`src/rtl/assert_macros.svh`:
```
// Assertion macros shared by the colour filter RTL.
`ifndef ASSERT_MACROS_SVH
`define ASSERT_MACROS_SVH

// Same-cycle implication, sampled on clk and disabled during rst.
`define DBCF_ASSERT_NOW(lbl, a, b, msg) \
  lbl: assert property (@(posedge clk) disable iff (rst) (a) |-> (b)) else $error(msg);

// Next-cycle implication, sampled on clk and disabled during rst.
`define DBCF_ASSERT_NEXT(lbl, a, b, msg) \
  lbl: assert property (@(posedge clk) disable iff (rst) (a) |=> (b)) else $error(msg);

`endif

```
`src/rtl/dbcf_ram.sv`:
```
// Generic single-port-write, registered-read RAM.
module dbcf_ram #(
  parameter int WIDTH = 8,
  parameter int DEPTH = 16
) (
  input  logic                                    clk,
  input  logic                                    we,
  input  logic [(DEPTH > 1 ? $clog2(DEPTH) : 1)-1:0] waddr,
  input  logic [WIDTH-1:0]                        wdata,
  input  logic                                    re,
  input  logic [(DEPTH > 1 ? $clog2(DEPTH) : 1)-1:0] raddr,
  output logic [WIDTH-1:0]                        rdata
);

  logic [WIDTH-1:0] mem [DEPTH];

  always_ff @(posedge clk) begin
    if (we) begin
      mem[waddr] <= wdata;
    end
    if (re) begin
      rdata <= mem[raddr];
    end
  end

endmodule

```
`config.mk`:
```
export PLATFORM = sky130hd
export DESIGN_NAME = dbcf_ram
export DESIGN_NICKNAME = d
export VERILOG_FILES = /design/src/rtl/assert_macros.svh /design/src/rtl/dbcf_ram.sv
export SDC_FILE = /design/constraint.sdc
export NUM_CORES = 1
export LEC_CHECK = 0
export BUFFER_PORTS_ARGS = -buffer_cell sky130_fd_sc_hd__buf_4
export CORE_ASPECT_RATIO = 1.4
export CORE_UTILIZATION = 38
export CTS_CLUSTER_DIAMETER = 30
export DETAILED_ROUTE_END_ITERATION = 7
export GPL_TIMING_DRIVEN = 1
export PLACE_DENSITY_LB_ADDON = 0.12
export SLEW_MARGIN = 20
export SYNTH_ARGS = -nofsm -noshare
export SYNTH_HDL_FRONTEND = slang
export SYNTH_SLANG_ARGS = --single-unit
```
`constraint.sdc`:
```
create_clock -name clk -period 1.6 [get_ports clk]
set_input_delay 0.16 -clock clk [delete_from_list [all_inputs] [get_ports clk]]
set_output_delay 0.16 -clock clk [all_outputs]
set_load 0.02 [all_outputs]
```
# --- Yosys cells after proc, flatten, opt, wreduce, memory -nomap -nowiden ---
# Memories as Yosys holds them, arrays and structs flattened. A register that Yosys moved wholly into a read port is not among the register bits.
# Index checks and enable logic that the tools add are counted.
word_totals:
  regBits: 0
  ram_bits: 128
  input_bits: 19
  output_inout_bits: 8
  word_cells: 3
  memories: 1
memory_table:
  columns: ["memory", "words", "word_bits", "read_ports", "rd_ports_with_merged_regs", "wr", "line", "source"]
  rows:
  - ["mem", 16, 8, 1, 1, 1, "dbcf_ram.sv:15", "logic [WIDTH-1:0] mem [DEPTH];"]
op_classes:
  muxes: 2
ops:
  columns: ["cell", "n"]
  rows:
  - ["$mux 1", 2]

# --- Depth between registers and ports, before layout ---
logic_depth:
  word_depth: 2
  ltp_mapped: 5
  depth_no_buf: 3

# --- Least setup slack after synthesis ---
# Ideal clock, no wire load.
synth_path:
  path_kind: "input port to flip-flop"
  start: "input waddr[2] (netlist bit)"
  end: "memory mem[0][0] (enable)"
  setup_ns: 0.383
  arrival_ns: 1.270
  required_ns: 1.217
  setup_slack_ns: -0.053
  path_stages: 2
  n_path_buf: 0
  cell_sequence: "or3b_2 -> nor3_1"
synth_lines:
  columns: ["item", "line", "source"]
  rows:
  - ["from (decl)", "dbcf_ram.sv:8", "input logic [(DEPTH > 1 ? $clog2(DEPTH) : 1)-1:0] waddr,"]
  - ["to (decl)", "dbcf_ram.sv:15", null]
# No word-level cell before the write port.

==> impl_metrics.env <==
export IMPL_place_area_sq_um=5790
export IMPL_grt_ovfl_total=0
export IMPL_clkTransAtPathRegs_ns=0.06
export IMPL_synth_yosys_seq_area_share_pct=78.1
export IMPL_crit_type="flop to flop"
export IMPL_insertion_delay_ns=0.40
export IMPL_start_kind="flop"
export IMPL_ant_nets=0
export IMPL_cp_slowest_cell="mux4_1"
export IMPL_hp_start="wdata[0]"
export IMPL_slowest_delay_ns=0.52
export IMPL_gr_usage_met1_pct=18.4
export IMPL_ys_types=18
export IMPL_cts_buffers=17
export IMPL_portBuffers=26
export IMPL_yosys_area_share_simple_pct=3.14
export IMPL_die_height_um=141
export IMPL_cts_hold_buf=0
export IMPL_gp_congestion=0.719
export IMPL_p_per_area_nw_per_um2=1310
export IMPL_synth_top_cell_by_area="edfxtp_1"
export IMPL_hold_class="input pin to flop"
export IMPL_required_ns=1.75
export IMPL_syn_cell_area_sq_um=5230
export IMPL_crit_reg2reg_launch="mem[1][5]"
export IMPL_grt_pass1_vias=2618
export IMPL_post_synth_top_count_cell="edfxtp_1"
export IMPL_synthDominantCellAreaShare_pct=78.1
export IMPL_wire_per_inst_um=21.0
export IMPL_cts_tree="done"
export IMPL_ys_flop_type="edfxtp_1"
export IMPL_antenna_found_initial=0
export IMPL_drt_iter0_markers=122
export IMPL_synthTopCellsByCount="edfxtp_1 (136), mux4_2 (18), a22oi_1 (16), mux4_1 (14), nor2_1 (13)"
export IMPL_fin_skew_ns=0.00298
export IMPL_grt_pass1_wl_um=15400
export IMPL_synth_area_per_cell_sq_um=22.8
export IMPL_antenna_cells=0
export IMPL_status="finished, final reports clean"
export IMPL_cts_sinks=136
export IMPL_cp_cell_sequence="mux4_1, a22oi_1, nand2_1"
export IMPL_post_cts_resized=0
export IMPL_worstSetupStartpoint="mem[1][5]"
export IMPL_synthArstFlopShare_pct=0
export IMPL_critPathCaptureType="flop"
export IMPL_synth_edf_count=136
export IMPL_synth_seq_cells=136
export IMPL_ios=27
export IMPL_num_rows=50
export IMPL_synth_mux_area_share_pct=14.8
export IMPL_wirelength_um=10100
export IMPL_h_tree_depth=4
export IMPL_critPathMaxFanout=1
export IMPL_grt_usage_pct=15.8
export IMPL_cts_root_buffer="clkbuf_16"
export IMPL_synth_top_family_by_area="multiplexers"
export IMPL_p_leak_uw=0.00216
export IMPL_synth_fp_nets=248
export IMPL_period_minus_slack_ns=1.52
export IMPL_cp_arrival_ns=1.67
export IMPL_synth_compound_area_share_pct=2.30
export IMPL_fp_coreArea_sq_um=13400
export IMPL_layout_cells_non_filler=483
export IMPL_drive_gt1_share_pct=33.6
export IMPL_rsz0062_at_grt="no"
export IMPL_nNetsFinal=307
export IMPL_die_w_um=101
export IMPL_dr_pass1_iters=4
export IMPL_finalSetupViolCount=0
export IMPL_synth_xor_area_share_pct=0
export IMPL_period_share_pct=95.2
export IMPL_place_inst=451
export IMPL_fmax_mhz=657
export IMPL_vdd_ir_drop_max_uv=644
export IMPL_grtUsageMet3_pct=3.62
export IMPL_grt_max_degree=17
export IMPL_postLayoutCellArea_sq_um=6390
export IMPL_relSlewSlack_pct=46.5
export IMPL_ys_warnings_count=0
export IMPL_post_cts_setup_buffer_count=0
export IMPL_initial_core_util_pct=39.0
export IMPL_postSynthCellCount=229
export IMPL_dieArea_sq_um=14200
export IMPL_drv_cap=0
export IMPL_worst_pin_slew_ns=0.801
export IMPL_grt_busiest_layer="met2"
export IMPL_crit_buf_inv=0
export IMPL_via_per_inst=5.00
export IMPL_hold_violations=0
export IMPL_post_route_drc_count=0
export IMPL_ys_top_cells_by_area="edfxtp_1 (78%), mux4_2 (7.8%), mux4_1 (7.0%), a22oi_1 (2.3%), nor2_1 (0.93%)"
export IMPL_synthAdderAreaFrac_pct=0
export IMPL_cp_top_family="multiplexers"
export IMPL_slew_violations=0
export IMPL_synthToLayoutAreaGrowth_pct=22.2
export IMPL_use_met2_pct=28.0
export IMPL_clockBufferDepth=2
export IMPL_place_hpwl_um=7040
export IMPL_via_count=2417
-- routing by layer --
| metal | part of all wire (%) | wire, um | vias to the layer above |
|---|---|---|---|
| met5 | 0 | 0 | - |
| met1 | 41 | 4120 | 1262 |
| met4 | 1.3 | 131 | 0 |
| li1 | - | - | 1101 |
| met3 | 2.7 | 278 | 12 |
| met2 | 55 | 5610 | 42 |
-- final timing paths --
path,end,slack [ns],cells after the start
max,rdata[5],0.08,3
min,mem[5][0],0.06,1
max reg2reg,rdata[5],0.08,3
min reg2reg,rdata[0],0.75,3
-- power breakdown --
| group | internal, uW | switching [uW] |
|---|---|---|
| Clock | 2460 | 1450 |
| Sequential | 4010 | 20.1 |
| Combinational | 190 | 230 |
| Total | 6660 | 1700 |
-- flip-flops by register name (all words and copies together), names as in the netlist --
signal and flops:
mem 128, rdata 8
-- metrics by stage --
stage / setup TNS [ns] / total power, uW / setup WS, ns / utilization (%) / hold WS, ns
after floorplan: 0 / 4330 / 0.158 / - / 0.259
after global placement: -0.217 / 4530 / -0.0568 / 43.2 / 0.461
after detailed placement: -0.171 / 4540 / -0.0512 / 43.2 / 0.476
after CTS: 0 / 8440 / 0.106 / 47.7 / 0.0513
after global routing: 0 / 8600 / 0.0481 / 47.7 / 0.0622
final: 0 / 8360 / 0.0768 / 47.7 / 0.0636
-- cell type report --
class | count | area (sq um)
clock buffers | 17 | 425
clock inverters | 15 | 176
fillers | 1155 | 7000
multi-input cells | 83 | 1060
flip-flops and latches | 136 | 4080
well taps | 182 | 228
repair buffers | 50 | 413
-- kinds of logic after synthesis --
kind of cell           count (synthesis)
multiplexers                          32
flip-flops                           136
AND/OR/NAND/NOR                       35
buffers and inverters                 10
AO/OA/AOI/OAI                         16
-- worst register-to-register path, stage by stage (launching register included) --
cell and delay, ns:
edfxtp_1 0.38, mux4_1 0.52, a22oi_1 0.29, nand2_1 0.09
-- layout by cell type (no fill, tap or decap), types with 9 or more instances in the layout --
cell type,count
mux4_2,18
a22oi_1,16
edfxtp_1,136
buf_4,47
nor2_1,13
mux4_1,14
nand2_1,9
clkbuf_16,17
Note: power is estimated with default switching activity, not from simulation.
