[src/rtl/assert_macros.svh]
// Assertion macros shared by the colour filter RTL.
`ifndef ASSERT_MACROS_SVH
`define ASSERT_MACROS_SVH

// Same-cycle implication, sampled on clk and disabled during rst.
`define DBCF_ASSERT_NOW(lbl, a, b, msg) \
  lbl: assert property (@(posedge clk) disable iff (rst) (a) |-> (b)) else $error(msg);

// Next-cycle implication, sampled on clk and disabled during rst.
`define DBCF_ASSERT_NEXT(lbl, a, b, msg) \
  lbl: assert property (@(posedge clk) disable iff (rst) (a) |=> (b)) else $error(msg);

`endif

[src/rtl/dbcf_pkg.sv]
// Shared types, constants and helper functions of the colour filter.
package dbcf_pkg;

  localparam int NCOLORS   = 5;
  localparam int SLOT_W    = 4;
  localparam int TIME_W    = 32;
  localparam int COLOR_W   = 3;
  localparam int CONF_W    = 16;
  localparam int CFG_W     = 16;
  localparam int CFG_IDX_W = 3;
  localparam int TRANS_W   = 10;
  localparam int WT_W      = 18;

  localparam logic [CONF_W-1:0] CONF_LO = 16'd6554;
  localparam logic [CONF_W-1:0] CONF_HI = 16'd64881;

  typedef enum logic [COLOR_W-1:0] {
    COLOR_UNKNOWN = 3'd0,
    COLOR_RED     = 3'd1,
    COLOR_YELLOW  = 3'd2,
    COLOR_GREEN   = 3'd3,
    COLOR_BLACK   = 3'd4
  } color_t;

  typedef enum logic [CFG_IDX_W-1:0] {
    REG_RESET_GAP   = 3'd0,
    REG_CLEANUP_GAP = 3'd1,
    REG_THRESHOLD   = 3'd2,
    REG_DARK_WINDOW = 3'd3,
    REG_BLINK_HOLD  = 3'd4
  } cfg_reg_t;

  typedef enum logic [2:0] {
    ST_IDLE,
    ST_LOAD,
    ST_PRED,
    ST_WEIGHT,
    ST_SUM,
    ST_DIVGO,
    ST_DIV,
    ST_FIN
  } state_t;

  // Transition matrix in thousandths, indexed [from][to].
  localparam logic [TRANS_W-1:0] TRANS [NCOLORS][NCOLORS] = '{
    '{10'd900, 10'd25,  10'd25,  10'd25,  10'd25},
    '{10'd10,  10'd950, 10'd10,  10'd30,  10'd0},
    '{10'd10,  10'd190, 10'd800, 10'd0,   10'd0},
    '{10'd10,  10'd0,   10'd90,  10'd900, 10'd0},
    '{10'd100, 10'd225, 10'd225, 10'd225, 10'd225}
  };

  function automatic logic gap_exceeds(input logic [TIME_W-1:0] now,
                                       input logic [TIME_W-1:0] prev,
                                       input logic [CFG_W-1:0] gap);
    logic [TIME_W-1:0] d;
    d = now - prev;
    return !d[TIME_W-1] && (d > TIME_W'(gap));
  endfunction

  function automatic logic [TIME_W-1:0] abs_gap(input logic [TIME_W-1:0] now,
                                                input logic [TIME_W-1:0] prev);
    logic [TIME_W-1:0] d;
    d = now - prev;
    return d[TIME_W-1] ? (TIME_W'(0) - d) : d;
  endfunction

endpackage

[src/rtl/dbcf_div.sv]
// Five-lane restoring divider giving round-half-up fractional quotients.
module dbcf_div import dbcf_pkg::*; #(
  parameter int NUM_W  = 8,
  parameter int DEN_W  = 8,
  parameter int Q_BITS = 16
) (
  input  logic              clk,
  input  logic              rst,
  input  logic              start,
  input  logic [NUM_W-1:0]  num [NCOLORS],
  input  logic [DEN_W-1:0]  den,
  output logic              done,
  output logic [Q_BITS:0]   quo [NCOLORS]
);

  localparam int CW = $clog2(Q_BITS + 1);

  logic [DEN_W-1:0] rem [NCOLORS];
  logic [DEN_W-1:0] den_r;
  logic [CW-1:0]    cnt;
  logic             busy;
  logic [DEN_W:0]   rem2 [NCOLORS];
  logic             ge [NCOLORS];

  assign done = busy && (cnt == CW'(Q_BITS));

  always_comb begin
    for (int c = 0; c < NCOLORS; c++) begin
      rem2[c] = {rem[c], 1'b0};
      ge[c]   = rem2[c] >= {1'b0, den_r};
    end
  end

  always_ff @(posedge clk) begin
    if (rst) begin
      busy <= 1'b0;
    end else if (start) begin
      busy <= 1'b1;
    end else if (done) begin
      busy <= 1'b0;
    end
  end

  always_ff @(posedge clk) begin
    if (start) begin
      den_r <= den;
      cnt   <= '0;
      for (int c = 0; c < NCOLORS; c++) begin
        if (DEN_W'(num[c]) >= den) begin
          quo[c] <= (Q_BITS + 1)'(1);
          rem[c] <= DEN_W'(num[c]) - den;
        end else begin
          quo[c] <= '0;
          rem[c] <= DEN_W'(num[c]);
        end
      end
    end else if (busy) begin
      cnt <= cnt + CW'(1);
      for (int c = 0; c < NCOLORS; c++) begin
        if (done) begin
          quo[c] <= quo[c] + (Q_BITS + 1)'(ge[c]);
        end else begin
          quo[c] <= {quo[c][Q_BITS-1:0], ge[c]};
          rem[c] <= ge[c] ? DEN_W'(rem2[c] - {1'b0, den_r}) : DEN_W'(rem2[c]);
        end
      end
    end
  end

endmodule

[config.mk]
export PLATFORM = sky130hd
export DESIGN_NAME = dbcf_div
export DESIGN_NICKNAME = d
export VERILOG_FILES = /design/src/rtl/assert_macros.svh /design/src/rtl/dbcf_pkg.sv /design/src/rtl/dbcf_div.sv
export SDC_FILE = /design/constraint.sdc
export NUM_CORES = 1
export LEC_CHECK = 0
export BUFFER_PORTS_ARGS = -buffer_cell sky130_fd_sc_hd__buf_2
export CAP_MARGIN = 20
export CORE_ASPECT_RATIO = 0.5
export CORE_UTILIZATION = 35
export CTS_BUF_LIST = sky130_fd_sc_hd__clkbuf_4
export DETAILED_ROUTE_END_ITERATION = 16
export PLACE_DENSITY = 0.52
export REMOVE_ABC_BUFFERS = 1
export SYNTH_ARGS = -nofsm -noshare
export SYNTH_HDL_FRONTEND = slang
export SYNTH_SLANG_ARGS = --single-unit
[constraint.sdc]
create_clock -name clk -period 8.1 [get_ports clk]
set_clock_uncertainty 0.05 [all_clocks]
set_input_delay 0.405 -clock clk [delete_from_list [all_inputs] [get_ports clk]]
set_output_delay 0.405 -clock clk [all_outputs]
set_load 0.01 [all_outputs]
**Word level (Yosys, flattened, before mapping)**

Memories as Yosys holds them, arrays and structs flattened.
Cells that the tools add are included.

- Output and inout port bits: 86
- Logic and storage cells: 112
- Memory bits (read-only): 0
- Memories: 1
- Flip-flop bits (word level): 99
- Input bits: 51
- Latch bits: 0
- Memory bits (writable): 40

- Multiply operators: 0
- Mux-type cells: 63
- $add $sub $neg: 16
- Magnitude comparators: 10
- Divide/modulo/power cells: 0
- Shift operators: 0
- Reductions and logical operators: 3
- Equal/unequal tests: 1
- Bitwise logic cells: 10

Memories:

| memory | depth | width | read ports | clocked after Yosys merged registers in | write ports | RTL line | text |
|---|---|---|---|---|---|---|---|
| rem | 5 | 8 | 5 | 0 | 5 | dbcf_div.sv:18 | `logic [DEN_W-1:0] rem [NCOLORS];` |

Operators by type and width:

| kind | number |
|---|---|
| $mux W85 | 2 |
| $mux W8 | 15 |
| $add A17 B1 Y17 | 5 |
| $mux W17 | 5 |
| $sub A8 B8 Y8 | 10 |
| $ge A9 B8 Y1 | 5 |
| $mux W1 | 41 |
| $ge A8 B8 Y1 | 5 |
| $or A1 B1 Y1 | 10 |
| $add A5 B1 Y5 const B | 1 |
| $eq A5 B5 Y1 const B | 1 |
| $reduce_bool A2 Y1 | 2 |
| $logic_and A1 B1 Y1 | 1 |

**Depth between registers and ports, before layout**

Gate-level depths: netlist of run 1.

- Word-level depth: 7
- Gate-level depth with buffers: 16
- Gate-level depth less buffers: 15

**Least setup slack after synthesis of run 1**

OpenSTA, ideal clock, no wires.

- Kind: register to register
- Start point: register den_r[1]
- End point: register quo[12] in the netlist's numbering (data pin)
- Arrival time: 3133 ps
- Path slack: 4651 ps
- Clock period less this slack: 3449 ps
- Stages on the path, launching flop included: 16
- Data required time: 7784 ps
- Path through: edfxtp_1 > inv_1 > ha_1 > ha_1 > nand4_1 > o221a_1 > buf_2 > nand2_1 > ha_1 > ha_1 > nand4_1 > or3_1 > nand3_1 > o21ai_0 > a21oi_1 > nor2_1

- Word-level cells in the longest chain between the ends: 5

Ends and longest elaborated chain:

| item | RTL line | text |
|---|---|---|
| start, declared | dbcf_div.sv:19 | `logic [DEN_W-1:0] den_r;` |
| start signal, assigned | dbcf_div.sv:46 | `den_r <= den;` |
| $ge A9 B8 Y1 | dbcf_div.sv:30 | `ge[c] = rem2[c] >= {1'b0, den_r};` |
| $add A17 B1 Y17 | dbcf_div.sv:61 | `quo[c] <= quo[c] + (Q_BITS + 1)'(ge[c]);` |
| $mux W17 | dbcf_div.sv:60 | `if (done) begin` |
| $mux W85 | dbcf_div.sv:57 | `end else if (busy) begin` |
| $mux W85 | dbcf_div.sv:45 | `if (start) begin` |
| end signal, assigned by index | dbcf_div.sv:50 | `quo[c] <= (Q_BITS + 1)'(1);` |
| end signal, assigned by index | dbcf_div.sv:61 |  |
| end signal, assigned by index | dbcf_div.sv:63 | `quo[c] <= {quo[c][Q_BITS-1:0], ge[c]};` |
| end, declared | dbcf_div.sv:13 | `output logic [Q_BITS:0] quo [NCOLORS]` |

No other way between the ends. The select of a mux whose other input is x is not followed.
A chain may end at the register's enable or synchronous reset.

**Worst setup path in the final report of run 1**

Ends and elaborated chain as after synthesis.

==> results.yml, run 1 <==
power_and_ir_drop:
  pwr-share-clk_pct: 17.6
  p_comb_share_pct: 42.1
  power_density_nw_per_um2: 191
  p_switching_mw: 1.01
  switching_share_pct: 39.8
  power_frac_seq_pct: 40.3
  p_int_mw: 1.53
  leakagePower_nw: 5.12
  peakVddDrop_v: 0.0000842
sta:
  period_share_pct: 50.8
  rsz0062_at_grt: "false"
  setup_violations: 0
  slew_headroom_pct: 30.2
  finalSetupTns_ns: 0
  min_period_ns: 4.12
  worstMarginPinSlew_ns: 1.05
  hold_viol_final: 0
  final_max_slew_viol_count: 0
  timing.hold.ws_ns: 0.0593
  fmax_ghz: 0.243
synthesis:
  synthXorXnorAreaFrac_pct: 3.26
  async_flop_share_pct: 0
  synth_warnings: 0
  muxShareOfSynthArea_pct: 4.89
  ys_top_cells_by_area: "edfxtp_1 34%, ha_1 10%, mux2i_1 4.6%"
  synth_largest_area_cell: "edfxtp_1"
  synth_compound_area_share_pct: 20.8
  synth_edf_count: 133
  synth_cell_types: 76
  synth_simple_gate_area_share_pct: 20.7
  synth_top_flop_cell: "edfxtp_1"
  yosysSeqAreaShare_pct: 34.8
  synth_top_family_by_area: "compound AO/OA/AOI/OAI gates"
  avgSynthCellArea_um2: 8.98
  netlist_instances: 1317
  syn_area_um2: 11800
  synth-seq-cells: 139
  synth_fa_ha_area_share_pct: 12.0
  synth_top_area_share_pct: 33.8
critical_path:
  critPathKind: "reg -> reg"
  cp-end-kind: "flop"
  r2r.worst_path.cells: 14
  reg2reg_to: "quo[12]"
  cpMaxStageDelayCell: "edfxtp_1"
  cpMostUsedCell: "ha_1"
  critPathArrivalTime_ns: 4.41
  r2r_setup_slack_ns: 3.98
  cp.required_ns: 8.40
  critPathBufInv: 1
  cp_max_fo: 8
  cpLargestDelayFamily: "simple AND/OR/NAND/NOR gates"
  slowest_delay_ns: 0.58
  r2r-start: "den_r[1]"
  worst_setup_path_start_kind: "flop"
  cp_cell_sequence: "inv_1 -> ha_1 -> nand3b_1 -> a21oi_1 -> o21ai_1 -> nand2_1 -> ha_1 -> ha_1 -> nand4_1 -> or3_1 -> nand3_1 -> o21ai_0 -> a21oi_1 -> nor2_1"
  cp.depth: 14
global_routing:
  gr-usage-met1_pct: 27.0
  grt_max_degree: 89
  grt_overflow_total: 0
  grt_pass1_wl_um: 55900
  antenna_found_initial: 2
  grtUsageTotal_pct: 20.5
  use_met3_pct: 3.50
  grt_pass1_vias: 10200
  met2_usage_pct: 34.0
  gr-max-usage-layer: "met2"
detailed_routing:
  wire_per_inst_um: 18.6
  drc_errors: 0
  drt-total-wl_um: 35300
  ant_nets: 0
  drt_pre_antenna_iters: 5
  vias_per_cell: 5.71
  drt_iter0_drc: 631
  via_count: 10800
placed_design:
  io_buffers: 136
  place.gp.congestion: 0.904
  hpwl_um: 24900
run_status:
  status: "complete, no violations"
layout:
  fin_nets: 1601
  layout-drive-gt1-share_pct: 13.5
  final_cell_mix: "135 x buf_2, 133 x edfxtp_1, 121 x nor2_1"
  area_delta_synth_final_pct: 12.3
  final_common_cell: "buf_2"
die:
  die_y_um: 132
  core_area_um2: 33200
  die_w_um: 262
  row_count: 47
  dieArea_um2: 34600
  start_util_pct: 35.6
  num_io_pins: 137
clock_network:
  worstSkewPairLatency_ns: 0.62
  clock_sinks: 139
  cts-root-buf: "clkbuf_4"
  ctsResizeCount: 0
  cts_tree: "yes"
  cts_buffers: 17
  cts_htree_levels: 4
  cts_buffer_depth: 2
  path_clk_slew_ns: 0.13
hold_path:
  whs_endpoint: "rem[0][22]"
  hold_path.startpoint: "num[22]"
  hold_class: "in -> reg"
  min_path_cells: 3
flow_run:
  maxCapViolCount: 0
repair_timing:
item / 4_1_cts / 5_1_grt
hold endpoints to repair: 8 / 0
hold buffers: 8 / 0
setup buffers: 0 / 0
cells by family (layout without fill, tap and decap cells):
family / count (synthesis) / count (layout)
AO/OA/AOI/OAI: 371 / 371
XOR/XNOR: 44 / 44
adder cells (fa/ha/maj): 107 / 107
buffers and inverters: 108 / 247
flip-flops: 139 / 139
multiplexers: 57 / 57
other: 0 / 2
AND/OR/NAND/NOR: 491 / 491
state kept, by name, summed over array words and instances (netlist names):
register,flops
busy,1
quo,85
den_r,8
cnt,5
rem,40
cell type report:
class | instances | area (µm²)
repair buffers | 152 | 823
clock inverters | 12 | 103
diodes | 2 | 5.00
clock buffers | 20 | 150
well taps | 441 | 552
multi-input cells | 1070 | 7290
fillers | 3338 | 19900
flip-flops and latches | 139 | 4110
inverters | 63 | 236
worst reg2reg max path, delay by kind of cell, from the launching register on:
kind,cells,cell delay (ns)
AOI/OAI and AO/OA,4,0.68
buffers and inverters,1,0.22
adders and majority gates,3,0.92
DFF,1,0.58
and+or+nand+nor,6,1.39
worst max path at each step:
stage | end | from | slack (ns)
floorplan | quo[15] | cnt[0] | 4.58
global placement | quo[12] | den_r[1] | 4.16
detailed placement | quo[12] | den_r[1] | 3.98
CTS | quo[12] | den_r[1] | 3.98
global route | quo[12] | den_r[1] | 3.58
finish | quo[12] | den_r[1] | 3.98
per-layer routing:
metal	share of wire [%]	routed length [µm]
met2	47	16700
met1	47	16400
met4	2.3	829
met5	0	0
met3	3.7	1310
power by group through the flow:
stage / clock network, mW / registers, mW / logic [mW]
after floorplan: 0 / 1.03 / 0.748
after global placement: 0 / 1.04 / 1.04
after detailed placement: 0 / 1.04 / 1.06
after CTS: 0.461 / 1.02 / 1.07
after global routing: 0.489 / 1.04 / 1.19
final: 0.447 / 1.02 / 1.07
synth_stat cells, drive strengths merged, types with 13 or more instances:
cell type / n
o211ai: 23
nor2b: 22
nor2: 121
clkbuf: 29
o21a: 19
a211oi: 21
xnor2: 25
buf: 16
a21oi: 100
nand3: 86
a311oi: 13
nand4: 28
mux2i: 54
o31a: 13
ha: 97
o21ai: 94
nand2: 99
xor2: 19
nand2b: 16
edfxtp: 133
inv: 63
nor3: 47
metrics by stage:
stage	setup slack (ns)	total power [mW]	area, µm²	cells	util [%]
floorplan	4.58	1.78	11600	1272	-
global placement	4.16	2.08	12900	1857	39.0
detailed placement	3.98	2.10	12900	1857	39.0
CTS	3.98	2.55	13300	1897	40.0
global route	3.58	2.72	13300	1899	40.0
finish	3.98	2.54	13300	1899	40.0
Power figures use the tool's default switching activity.
==> run 2: changes to the inputs <==
--- a/config.mk
+++ b/config.mk
@@ -5,6 +5,7 @@
 export SDC_FILE = /design/constraint.sdc
 export NUM_CORES = 1
 export LEC_CHECK = 0
+export ABC_AREA = 1
 export BUFFER_PORTS_ARGS = -buffer_cell sky130_fd_sc_hd__buf_2
 export CAP_MARGIN = 20
 export CORE_ASPECT_RATIO = 0.5
==> constraint.sdc (replaced) <==
create_clock -name clk -period 4.3 [get_ports clk]
set_clock_uncertainty 0.05 [all_clocks]
set_input_delay 0.215 -clock clk [delete_from_list [all_inputs] [get_ports clk]]
set_output_delay 0.215 -clock clk [all_outputs]
set_load 0.01 [all_outputs]
==> results.yml, run 2 <==
clock_network:
  clock_sinks: 139
  cts_tree: "yes"
  cts-root-buf: "clkbuf_4"
  cts_htree_levels: 4
  path_clk_slew_ns: 0.13
  worstSkewPairLatency_ns: 0.62
  cts_buffer_depth: 2
  cts_buffers: 17
  ctsResizeCount: 0
synthesis:
  yosysMostFrequentCell: "nand2_1"
  async_flop_share_pct: 0
  yosysSeqAreaShare_pct: 32.0
  avgSynthCellArea_um2: 7.45
  syn_area_um2: 12900
  synth_common_cells: "419 x nand2_1, 286 x inv_1, 160 x nand3_1"
  synth_top_area_share_pct: 31.1
  synth_cell_types: 49
  ys_top_cells_by_area: "edfxtp_1 31%, nand2_1 12%, ha_1 9.4%"
  synth_warnings: 0
  synth_top_flop_cell: "edfxtp_1"
  synth-seq-cells: 139
  netlist_instances: 1725
  synth_largest_area_cell: "edfxtp_1"
  synth_edf_count: 133
detailed_routing:
  wire_per_inst_um: 15.5
  wl_met1_um: 18100
  drt_iter0_drc: 790
  vias_per_cell: 4.98
  via_count: 11900
  met2_length_um: 17100
  wl_met3_um: 1280
  drt-total-wl_um: 37200
  drc_errors: 0
  drt_pre_antenna_iters: 5
  top_layer: "met4"
  ant_nets: 0
global_routing:
  grt_max_degree: 78
  grt_overflow_total: 0
  antenna_found_initial: 1
  grt_pass1_vias: 10900
  grtUsageTotal_pct: 19.8
  grt_pass1_wl_um: 58000
critical_path:
  cp.required_ns: 4.63
  r2r.worst_path.cells: 14
  critPathKind: "reg -> reg"
  critPathArrivalTime_ns: 3.75
  reg2reg_to: "quo[50]"
  worst_setup_path_start_kind: "flop"
  r2r-start: "den_r[1]"
  cp-end-kind: "flop"
  cp_max_fo: 11
  r2r_setup_slack_ns: 0.87
placed_design:
  io_buffers: 136
  place.gp.congestion: 0.885
  place_ws_ns: 0.853
  hpwl_um: 27100
sta:
  finalSetupTns_ns: 0
  period_share_pct: 79.7
  hold_viol_final: 0
  slew_headroom_pct: 38.6
  setup_violations: 0
  worstMarginPinSlew_ns: 0.921
  final_max_slew_viol_count: 0
  setup_slack_ns: 0.873
  min_period_ns: 3.43
  rsz0062_at_grt: "false"
  fmax_ghz: 0.292
power_and_ir_drop:
  leakagePower_nw: 7.31
  power_density_nw_per_um2: 307
  peakVddDrop_v: 0.000155
layout:
  reg.largest.list: "quo: 85 flops, rem: 40 flops, den_r: 8 flops"
  final_common_cell: "nand2_1"
  area_delta_synth_final_pct: 15.2
  largest_reg_flops: 85
  final_cell_mix: "418 x nand2_1, 286 x inv_1, 160 x nand3_1"
  fin_nets: 2054
  largest-register: "quo"
  layout-drive-gt1-share_pct: 13.1
  n_fill_cell: 3775
die:
  die_y_um: 138
  dieArea_um2: 37500
  core_area_um2: 36000
  row_count: 49
  num_io_pins: 137
  die_w_um: 273
  start_util_pct: 35.7
flow_run:
  maxCapViolCount: 0
hold_path:
  whs_endpoint: "rem[0][32]"
  min_path_cells: 5
  hold_path.startpoint: "num[0]"
  hold_class: "in -> reg"
run_status:
  status: "complete, no violations"
## run 2: where the power goes
part / leakage, nW / switching (mW) / internal, mW
combinational: 5.72 / 1.07 / 0.636
sequential: 1.42 / 0.156 / 1.67
clock: 0.164 / 0.598 / 0.415
## run 2: routing by layer
layer  vias up  global-route usage [%]
li1       6165                       -
met1      5503                    27.1
met2       214                    32.6
met3        36                    2.46
met4         0                    6.52
met5         -                       0
## run 2: layout make-up
cell class | instances | area [µm²] | area share, %
multi-input combinational | 1251 | 7440 | 50.3
sequential | 139 | 4110 | 27.8
timing repair buffer | 190 | 1210 | 8.15
inverter | 297 | 1120 | 7.55
tap | 484 | 606 | 4.09
clock inverter | 15 | 189 | 1.28
clock buffer | 17 | 128 | 0.862
antenna | 1 | 2.50 | 0.0169
## run 2: what timing repair did
| action | CTS | global route |
|---|---|---|
| hold buffers | 47 | 0 |
| setup buffers | 0 | 0 |
| endpoints found under the hold margin | 48 | 0 |
## run 2: cell families (layout without fill, tap and decap cells)
group                    count (synthesis)  count (layout)  synth area share (%)
AND/OR/NAND/NOR                        802             802                  29.8
buffers and inverters                  335             519                  10.2
other                                    0               1                     0
AO/OA/AOI/OAI                          259             259                  11.4
flip-flops                             139             139                  32.0
XOR/XNOR                                83              83                  5.66
adder cells (fa/ha/maj)                107             107                  11.0
## run 2: worst max path at each step
stage | startpoint | end | cells after the start
final | den_r[1] | quo[50] | 14
after floorplan | den_r[1] | quo[16] | 18
after global placement | den_r[1] | quo[50] | 14
after detailed placement | den_r[1] | quo[50] | 14
after CTS | den_r[1] | quo[50] | 14
after global routing | den_r[1] | quo[61] | 16
## run 2: critical path: stages (launching register included)
cell	delay, ns
edfxtp_1	0.60
inv_1	0.24
ha_1	0.35
ha_1	0.16
nand4_2	0.24
nand3_4	0.26
ha_1	0.21
ha_1	0.21
nand4_1	0.19
inv_1	0.16
nand3_1	0.13
o21ai_0	0.17
nand3b_1	0.09
nand2_1	0.09
inv_1	0.04
## run 2: metrics by stage
step	utilization (%)	power, mW	hold WS (ns)	area [µm²]	cells
floorplan	-	3.04	0.234	12700	1687
global placement	38.9	3.55	0.352	14000	2314
detailed placement	38.9	3.53	0.350	14000	2314
CTS	41.1	4.59	0.00844	14800	2393
global route	41.1	4.88	0.0667	14800	2394
finish	41.1	4.55	0.0552	14800	2394
==> run 3: changes to the inputs <==
==> constraint.sdc (replaced) <==
create_clock -name clk -period 3.5 [get_ports clk]
set_clock_uncertainty 0.05 [all_clocks]
set_input_delay 0.175 -clock clk [delete_from_list [all_inputs] [get_ports clk]]
set_output_delay 0.175 -clock clk [all_outputs]
set_load 0.01 [all_outputs]
==> results.yml, run 3 (synthesis results as in run 2) <==
sta:
  final_max_slew_viol_count: 0
  min_period_ns: 3.22
  rsz0062_at_grt: "false"
  finalSetupTns_ns: 0
  setup_violations: 0
  worstMarginPinSlew_ns: 0.874
  slew_headroom_pct: 41.7
  period_share_pct: 91.9
  fmax_ghz: 0.311
  hold_viol_final: 0
detailed_routing:
  vias_per_cell: 4.94
  drt_iter0_drc: 735
  ant_nets: 0
  drt-total-wl_um: 37700
  drc_errors: 0
  wire_per_inst_um: 15.7
  via_count: 11900
  drt_pre_antenna_iters: 6
die:
  die_w_um: 273
  row_count: 49
  start_util_pct: 35.7
  dieArea_um2: 37500
  num_io_pins: 137
  die_y_um: 138
  core_area_um2: 36000
layout:
  reg.largest.list: "quo: 85 flops, rem: 40 flops, den_r: 8 flops"
  layout-drive-gt1-share_pct: 13.6
  final_common_cell: "nand2_1"
  largest-register: "quo"
  final_cell_mix: "418 x nand2_1, 283 x inv_1, 160 x nand3_1"
  largest_reg_flops: 85
  area_delta_synth_final_pct: 15.7
  fin_nets: 2063
  stdcell_count: 2403
placed_design:
  dp_cells: 2319
  hpwl_um: 27500
  io_buffers: 136
  place.gp.congestion: 0.863
global_routing:
  grt_overflow_total: 0
  grtUsageTotal_pct: 20.2
  grt_pass1_wl_um: 59100
  grt_pass1_vias: 11100
  grt_max_degree: 78
  antenna_found_initial: 1
clock_network:
  cts_buffer_depth: 2
  cts_buffers: 17
  clock_sinks: 139
  cts_tree: "yes"
  cts-root-buf: "clkbuf_4"
  path_clk_slew_ns: 0.13
  cts_htree_levels: 4
  worstSkewPairLatency_ns: 0.62
power_and_ir_drop:
  peakVddDrop_v: 0.000185
  power_frac_seq_pct: 41.3
  leakagePower_nw: 7.33
  total_power_mw: 5.44
  switching_share_pct: 40.7
  pwr-share-clk_pct: 19.6
  p_int_mw: 3.23
  p_switching_mw: 2.22
  power_density_nw_per_um2: 366
  p_comb_share_pct: 39.1
critical_path:
  cp.required_ns: 3.83
  cp_max_fo: 11
  worst_setup_path_start_kind: "flop"
  cp-end-kind: "flop"
  r2r.worst_path.cells: 15
  critPathArrivalTime_ns: 3.55
  critPathKind: "reg -> reg"
hold_path:
  hold_class: "in -> reg"
  min_path_cells: 3
run_status:
  status: "complete, no violations"
flow_run:
  maxCapViolCount: 0
-- run 3: cell types whose count changed in the layout (fill, tap and decap cells not counted), sizes merged --
| cell | change |
|---|---|
| inv | -3 |
| clkinvlp | +2 |
| bufinv | -2 |
| buf | +6 |
| clkinv | +1 |
| dlygate4sd3 | +3 |
| clkbuf | +2 |
-- run 3: metrics by stage --
stage / area, µm² / worst slack [ns] / util, % / hold WS, ns
detailed placement: 14100 / 0.229 / 39.0 / 0.306
CTS: 14800 / 0.224 / 41.2 / 0.152
finish: 14900 / 0.284 / 41.3 / 0.211
floorplan: 12700 / 0.538 / - / 0.194
global route: 14900 / 0.0122 / 41.3 / 0.223
global placement: 14100 / 0.299 / 39.0 / 0.308
-- run 3: cell type report --
cell class	count	area, µm²
clock buffers	19	143
inverters	297	1120
fillers	3810	21200
clock inverters	13	119
diodes	1	2.50
multi-input cells	1251	7450
flip-flops and latches	139	4110
repair buffers	199	1320
well taps	484	606
-- run 3: power by group through the flow --
stage	registers, mW	logic, mW	clock network [mW]
floorplan	2.27	1.46	0
finish	2.25	2.13	1.07
detailed placement	2.29	2.07	0
CTS	2.25	2.12	1.12
global placement	2.29	2.07	0
global route	2.27	2.41	1.18
-- run 3: final timing paths --
| path | startpoint | end | slack [ns] |
|---|---|---|---|
| worst max register to register | den_r[7] | quo[42] | 0.28 |
| worst max-delay path | den_r[7] | quo[42] | 0.28 |
| worst min register to register | cnt[4] | cnt[4] | 0.46 |
| worst min-delay path | rst | busy | 0.21 |
-- run 3: routing by layer --
layer | global-route usage [%] | share of wire, %
met2 | 33.6 | 46
met1 | 27.4 | 49
met3 | 2.23 | 3.0
met4 | 6.98 | 2.2
met5 | 0 | 0
-- run 3: critical path, stage by stage (launching register included) --
cell and delay (ns):
edfxtp_1 0.39, clkinvlp_4 0.11, buf_12 0.15, ha_1 0.31, inv_1 0.07, nor3_2 0.25
nand4_4 0.20, nand3_4 0.22, ha_1 0.20, ha_1 0.21, nand4_1 0.19, inv_1 0.15
nand3_1 0.13, xor2_1 0.16, o21ai_0 0.15, inv_1 0.05
-- run 3: what timing repair did --
item                                   4_1_cts  5_1_grt
endpoints found under the hold margin       52        0
hold buffers                                50        0
setup buffers                                0        1
gates resized for setup                      0        5
setup endpoints to repair                    0        8
